`src/sv/ppr_pkg.sv`:
```
`timescale 1ns / 1ps
// ---------------------------------------------------------------------------
// ppr_pkg: shared types and constants for planar point rotation
// Fixed-point formats, CORDIC step count, arctangent table and gain constant.
// The tables are built at elaboration by constant functions.
// ---------------------------------------------------------------------------
package ppr_pkg;

    // Number of CORDIC steps requested, and the hard upper limit
    localparam int ROTATION_STEPS = 16;
    localparam int MAX_STEPS      = 30;
    localparam int NSTEPS         = (ROTATION_STEPS < MAX_STEPS) ? ROTATION_STEPS : MAX_STEPS;
    localparam int STEP_W         = $clog2(MAX_STEPS);

    // Field and datapath widths
    localparam int FIELD_W = 32;                 // every stream field
    localparam int GUARD_W = 16;                 // extra fraction bits on x and y
    localparam int XY_W    = 51;                 // Q16.32 plus growth headroom
    localparam int Z_W     = 32;                 // Q4.28 angle
    localparam int FOLD_W  = Z_W + 1;            // heading fold needs one more bit
    localparam int TDATA_W = 3 * FIELD_W;

    // Output scaling: magnitude split into high and low parts
    localparam int GAIN_W    = 31;               // gain K in Q1.30
    localparam int GAIN_FRAC = 30;
    localparam int LOW_W     = 25;
    localparam int MH_W      = XY_W - LOW_W;
    localparam int A_W       = MH_W + GAIN_W;
    localparam int B_W       = LOW_W + GAIN_W;
    localparam int SUM_W     = A_W + LOW_W + 1;
    localparam int OUT_SHIFT = GUARD_W + GAIN_FRAC;
    localparam int MAG_W     = SUM_W - OUT_SHIFT;

    // Angle constants in Q4.28
    localparam logic signed [FOLD_W-1:0] PI_FOLD      = 33'sd843314857;
    localparam logic signed [FOLD_W-1:0] TWO_PI_FOLD  = 33'sd1686629713;
    localparam logic signed [Z_W-1:0]    HALF_PI_Q28  = 32'sd421657428;
    localparam logic [63:0]              QUARTER_PI_Q28 = 64'd210828714;

    // One pipeline slot: working coordinates, residual angle, heading copy
    typedef struct packed {
        logic signed [XY_W-1:0] x;
        logic signed [XY_W-1:0] y;
        logic signed [Z_W-1:0]  z;
        logic [FIELD_W-1:0]     heading;
    } ppr_cell_t;

    typedef logic [MAX_STEPS-1:0][Z_W-1:0] ppr_atan_tab_t;

    // Restoring bit-by-bit quotient, used only while building constants
    function automatic logic [63:0] quot64(logic [63:0] num, logic [63:0] den);
        logic [63:0] q;
        logic [63:0] r;
        q = '0;
        r = '0;
        for (int b = 63; b >= 0; b--)
        begin
            r = {r[62:0], num[b]};
            if (r >= den)
            begin
                r    = r - den;
                q[b] = 1'b1;
            end
        end
        return q;
    endfunction

    // Integer square root by the digit-pair method
    function automatic logic [63:0] isqrt64(logic [63:0] v_in);
        logic [63:0] v;
        logic [63:0] res;
        logic [63:0] bit_w;
        v     = v_in;
        res   = '0;
        bit_w = 64'd1 << 62;
        while (bit_w > v)
            bit_w = bit_w >> 2;
        while (bit_w != 64'd0)
        begin
            if (v >= res + bit_w)
            begin
                v   = v - (res + bit_w);
                res = (res >> 1) + bit_w;
            end
            else
            begin
                res = res >> 1;
            end
            bit_w = bit_w >> 2;
        end
        return res;
    endfunction

    // arctan(2^-i) in Q4.28 from its power series in Q0.62, round to nearest
    function automatic ppr_atan_tab_t build_atan_tab();
        ppr_atan_tab_t tab;
        logic [63:0]   sum;
        logic [63:0]   term;
        int            k;
        int            sh;
        tab    = '0;
        tab[0] = Z_W'(QUARTER_PI_Q28);
        for (int i = 1; i < MAX_STEPS; i++)
        begin
            sum = '0;
            k   = 0;
            while (i * (2 * k + 1) <= 62)
            begin
                sh   = 62 - i * (2 * k + 1);
                term = quot64(64'd1 << sh, 64'(2 * k + 1));
                if (k % 2 == 1)
                    sum = sum - term;
                else
                    sum = sum + term;
                k = k + 1;
            end
            tab[i] = Z_W'((sum + (64'd1 << 33)) >> 34);
        end
        return tab;
    endfunction

    // Gain compensation K = 1 / prod sqrt(1 + 2^-2i) in Q1.30
    function automatic logic [63:0] build_gain();
        logic [63:0] p;
        logic [63:0] s;
        p = 64'd1 << 60;
        for (int i = 0; i < NSTEPS; i++)
            p = p + (p >> (2 * i));
        s = isqrt64(p);
        if (s == 64'd0)
            s = 64'd1;
        return quot64((64'd1 << 60) + (s >> 1), s);
    endfunction

    localparam ppr_atan_tab_t     ATAN_TAB = build_atan_tab();
    localparam logic [GAIN_W-1:0] GAIN_K   = GAIN_W'(build_gain());

endpackage

```
`src/sv/ppr_scale.sv`:
```
`timescale 1ns / 1ps
// ---------------------------------------------------------------------------
// ppr_scale: gain compensation, rounding and saturation
// Stage one splits each magnitude and forms two partial products with K;
// stage two sums them, rounds half away from zero and clamps to 32 bits.
// ---------------------------------------------------------------------------
module ppr_scale
    import ppr_pkg::*;
(
    input  logic               clk,
    input  logic               rst_n,
    input  logic               in_valid,
    output logic               in_ready,
    input  ppr_cell_t          in_data,
    output logic               out_valid,
    input  logic               out_ready,
    output logic [FIELD_W-1:0] local_x,
    output logic [FIELD_W-1:0] local_y,
    output logic [FIELD_W-1:0] local_heading
);

    logic               s1_valid_reg;
    logic               s1_neg_x_reg;
    logic               s1_neg_y_reg;
    logic [A_W-1:0]     s1_hi_x_reg;
    logic [B_W-1:0]     s1_lo_x_reg;
    logic [A_W-1:0]     s1_hi_y_reg;
    logic [B_W-1:0]     s1_lo_y_reg;
    logic [FIELD_W-1:0] s1_heading_reg;
    logic               out_valid_reg;
    logic [FIELD_W-1:0] local_x_reg;
    logic [FIELD_W-1:0] local_y_reg;
    logic [FIELD_W-1:0] local_heading_reg;
    logic               s1_advance;
    logic               s2_advance;
    logic [XY_W-1:0]    mag_x;
    logic [XY_W-1:0]    mag_y;

    // Sum partial products, round and clamp to the signed output range
    function automatic logic [FIELD_W-1:0] round_sat(logic neg, logic [A_W-1:0] hi,
                                                     logic [B_W-1:0] lo);
        logic [SUM_W-1:0] sum;
        logic [MAG_W-1:0] mag;
        logic [FIELD_W-1:0] r;
        sum = {1'b0, hi, {LOW_W{1'b0}}} + SUM_W'(lo) + (SUM_W'(1) << (OUT_SHIFT - 1));
        mag = sum[SUM_W-1:OUT_SHIFT];
        if (neg)
        begin
            if (mag > (MAG_W'(1) << (FIELD_W - 1)))
                r = {1'b1, {(FIELD_W - 1){1'b0}}};
            else
                r = FIELD_W'(0) - mag[FIELD_W-1:0];
        end
        else
        begin
            if (mag > MAG_W'({1'b0, {(FIELD_W - 1){1'b1}}}))
                r = {1'b0, {(FIELD_W - 1){1'b1}}};
            else
                r = mag[FIELD_W-1:0];
        end
        return r;
    endfunction

    assign s2_advance = !out_valid_reg || out_ready;
    assign s1_advance = !s1_valid_reg || s2_advance;
    assign in_ready   = s1_advance;

    // Take magnitudes of the CORDIC outputs
    always_comb
    begin
        mag_x = in_data.x[XY_W-1] ? XY_W'(-in_data.x) : XY_W'(in_data.x);
        mag_y = in_data.y[XY_W-1] ? XY_W'(-in_data.y) : XY_W'(in_data.y);
    end

    // Valid flags for both stages
    always_ff @(posedge clk or negedge rst_n)
    begin
        if (!rst_n)
        begin
            s1_valid_reg  <= 1'b0;
            out_valid_reg <= 1'b0;
        end
        else
        begin
            if (s1_advance)
                s1_valid_reg <= in_valid;
            if (s2_advance)
                out_valid_reg <= s1_valid_reg;
        end
    end

    // Stage one: partial products with K
    always_ff @(posedge clk)
    begin
        if (s1_advance && in_valid)
        begin
            s1_neg_x_reg   <= in_data.x[XY_W-1];
            s1_neg_y_reg   <= in_data.y[XY_W-1];
            s1_hi_x_reg    <= A_W'(mag_x[XY_W-1:LOW_W]) * A_W'(GAIN_K);
            s1_lo_x_reg    <= B_W'(mag_x[LOW_W-1:0]) * B_W'(GAIN_K);
            s1_hi_y_reg    <= A_W'(mag_y[XY_W-1:LOW_W]) * A_W'(GAIN_K);
            s1_lo_y_reg    <= B_W'(mag_y[LOW_W-1:0]) * B_W'(GAIN_K);
            s1_heading_reg <= in_data.heading;
        end
    end

    // Stage two: output register
    always_ff @(posedge clk)
    begin
        if (s2_advance && s1_valid_reg)
        begin
            local_x_reg       <= round_sat(s1_neg_x_reg, s1_hi_x_reg, s1_lo_x_reg);
            local_y_reg       <= round_sat(s1_neg_y_reg, s1_hi_y_reg, s1_lo_y_reg);
            local_heading_reg <= s1_heading_reg;
        end
    end

    assign out_valid     = out_valid_reg;
    assign local_x       = local_x_reg;
    assign local_y       = local_y_reg;
    assign local_heading = local_heading_reg;

endmodule

```
`config.mk`:
```
export PLATFORM = sky130hd
export DESIGN_NAME = ppr_scale
export DESIGN_NICKNAME = d
export VERILOG_FILES = /design/src/sv/ppr_pkg.sv /design/src/sv/ppr_scale.sv
export SDC_FILE = /design/constraint.sdc
export NUM_CORES = 2
export LEC_CHECK = 0
export ABC_AREA = 1
export BUFFER_PORTS_ARGS = -buffer_cell sky130_fd_sc_hd__clkbuf_2
export CAP_MARGIN = 20
export CORE_UTILIZATION = 50
export DETAILED_ROUTE_END_ITERATION = 8
export PLACE_DENSITY = 0.66
export SYNTH_ARGS = -nofsm -noshare
export SYNTH_HDL_FRONTEND = slang
export SYNTH_SLANG_ARGS = --single-unit
export TNS_END_PERCENT = 100
```
`constraint.sdc`:
```
create_clock -name clk -period 10.6 [get_ports clk]
set_clock_uncertainty 0.15 [all_clocks]
set_input_delay 0.53 -clock clk [delete_from_list [all_inputs] [get_ports clk]]
set_output_delay 0.53 -clock clk [all_outputs]
set_load 0.01 [all_outputs]
```
==> qor.yml <==
run_status:
  status: "finished clean"
timing:
  whs_ps: 96.3
  setup_slack_ps: 1180
  finalSetupTns_ps: 0
  slew_headroom: 0.290
  rsz0062_at_grt: "no"
  hold_viol: 0
  clock.fmax_mhz: 106
  setup_viol: 0
  min_period_over_period: 0.888
  worst_pin_slew_ps: 1060
  finalMaxSlewViolations: 0
  min_period_ps: 9420
clock_network:
  cts_tree: "built"
  cts_root_buf: "clkbuf_16"
  clockBufferDepth: 3
  cts.sinks: 304
  htree_num_levels: 2
  cts.reportedPaths.clkPinSlew_ps: 70
  numCtsBuffers: 35
  cts_resized: 0
  clk_latency_ps: 610
synthesis:
  synthArstFlopShare: 0.00658
  syn_inst: 9565
  yosysUniqueCellTypes: 64
  ys_seq_area_frac: 0.114
  synth-seq-cells: 304
  syn_area_sq_um: 80300
  synth_enable_flop_cells: 302
  ys_warn_count: 0
  synth_flop_cell: "edfxtp_1"
  avgSynthCellArea_sq_um: 8.40
worst_setup_path:
  startpoint_type: "input port"
  ff2ff_path_depth: 17
  cpPeakStageDelay_ps: 600
  r2r_end: "local_y[11]$_DFFE_PP_"
  end_kind: "flop"
  path_class: "in -> reg"
  cp_top_family: "adder cells"
  path_depth: 37
  r2r-start: "s1_hi_y_reg[21]$_DFFE_PP_"
  cp_data_required_time_ps: 10760
  crit_buf_inv: 11
  cpMostUsedCell: "inv_1"
  worst_ep_arrival_time_ps: 9580
  cp_slowest_cell: "fa_1"
  r2r_slack_ps: 5700
  cp_max_fo: 5
global_routing:
  grtUsageMet2: 0.545
  antenna_found_initial: 6
  use_met3: 0.0433
  grt_most_used_layer: "met2"
  use_met1: 0.417
  first_global_vias: 66357
  grt_usage: 0.319
  grt_pass1_wl_um: 390000
  grt_overflow: 0
  grt_max_degree: 72
finish:
  layout_common_cells: "inv_1 (2838), nand2_1 (1455), fa_1 (1348), ha_1 (1115), nor2_1 (621)"
  drive_above_1_share: 0.0628
  final_cells: 12089
  areaGrowthSynthToFinish_pct: 7.74
  nFillCells: 15004
  final_common_cell: "inv_1"
  layout.nets: 12625
routing:
  avgViaCountPerCell: 5.22
  wirelength_um: 254000
  first_pass_iters: 7
  wire_per_inst_um: 21.1
  drc: 0
  first_iter_violations: 4517
  vias: 63106
  ant_nets: 0
placed_design:
  portBuffers: 235
  dp_cells: 11993
  routabilityCongestion: 1.01
  hpwl_um: 232000
  dpl_worst_slack_ps: 604
floorplan:
  num_io_pins: 268
  start_util: 0.505
  num_rows: 146
  floorplan.die_area_sq_um: 162000
  core-area_sq_um: 159000
  die_x_um: 403
  die_h_um: 403
hold_path:
  min_path_type: "in -> reg"
  holdPathStages: 4
  min_from: "out_ready"
  hold_end: "out_valid$_DFFE_PN0P_"
flow_run:
  maxCapViolCount: 0
-- kinds of logic (layout without fill, tap and decap cells) --
family	count (synthesis)	count (layout)	share of synthesized area
XOR/XNOR	322	322	0.0352
AND/OR/NAND/NOR	2804	2804	0.151
adder cells (fa/ha/maj)	2463	2463	0.510
buffers and inverters	2904	3352	0.136
other	2	6	0.0000935
flip-flops	304	304	0.114
AO/OA/AOI/OAI	766	766	0.0544
-- worst max-delay path by stage --
stage | end | slack [ps] | start
floorplan | s1_hi_y_reg[47]$_DFFE_PP_ | 1680 | in_data[64]
global placement | s1_hi_x_reg[54]$_DFFE_PP_ | 650 | in_data[115]
detailed placement | s1_hi_x_reg[54]$_DFFE_PP_ | 600 | in_data[115]
CTS | s1_hi_x_reg[54]$_DFFE_PP_ | 1250 | in_data[115]
global route | s1_hi_y_reg[47]$_DFFE_PP_ | 610 | in_data[64]
finish | s1_lo_y_reg[46]$_DFFE_PP_ | 1180 | in_data[66]
-- through the flow --
| step | util | instance area, sq um |
|---|---|---|
| finish | 0.544 | 86500 |
| global route | 0.544 | 86500 |
| CTS | 0.544 | 86500 |
| global placement | 0.535 | 85100 |
| floorplan | - | 80300 |
| detailed placement | 0.535 | 85100 |
-- routing by layer --
layer	up-vias	routed length [um]
met3	390	15000
met4	0	10200
li1	29916	-
met1	30857	107000
met5	-	0
met2	1943	122000
-- Yosys cell counts (19+ instances only) --
library cell	instances	area (sq um)
nand2_2	50	313
o21ai_0	201	1010
nand2_1	1455	5460
a31oi_1	88	551
fa_1	1348	27000
inv_1	2839	10700
o21a_1	31	233
ha_1	1115	14000
edfxtp_1	302	9070
xnor2_1	87	762
o21bai_1	19	143
nor3_1	65	325
or2_2	34	213
a21oi_1	323	1620
xor2_1	234	2050
nand3_1	338	1690
nor2_1	621	2330
inv_2	27	101
nor4_1	32	200
nand4_1	98	613
nand3b_1	31	233
a21o_1	21	158
-- timing repair --
action                                 in CTS  in global routing
setup buffers                               0                  0
hold buffers                               33                  0
endpoints found under the hold margin      34                  0
-- worst register-to-register path: stages (launching register included) --
cell	delay [ps]
edfxtp_1	430
ha_1	320
ha_1	360
nand2_1	150
inv_1	50
a21oi_1	280
nand2_1	210
nand3b_4	290
xnor2_1	230
ha_1	240
nand3_1	130
nor2_4	180
nand3_2	190
nor2_1	140
nand3_1	120
nand2_2	280
nand2_2	300
o21ai_0	590
-- layout make-up --
type / count / area (sq um) / area share
well taps: 2072 / 2590 / 0.0300
repair buffers: 419 / 2640 / 0.0305
multi-input cells: 6360 / 60300 / 0.697
diodes: 1 / 2.50 / 0.0000289
clock buffers: 43 / 906 / 0.0105
clock inverters: 18 / 189 / 0.00218
inverters: 2872 / 10800 / 0.125
flip-flops and latches: 304 / 9120 / 0.105
Power is left out: the tool's default activity adds up to more than one toggle a clock period on the data nets, which glitch-free logic cannot reach.
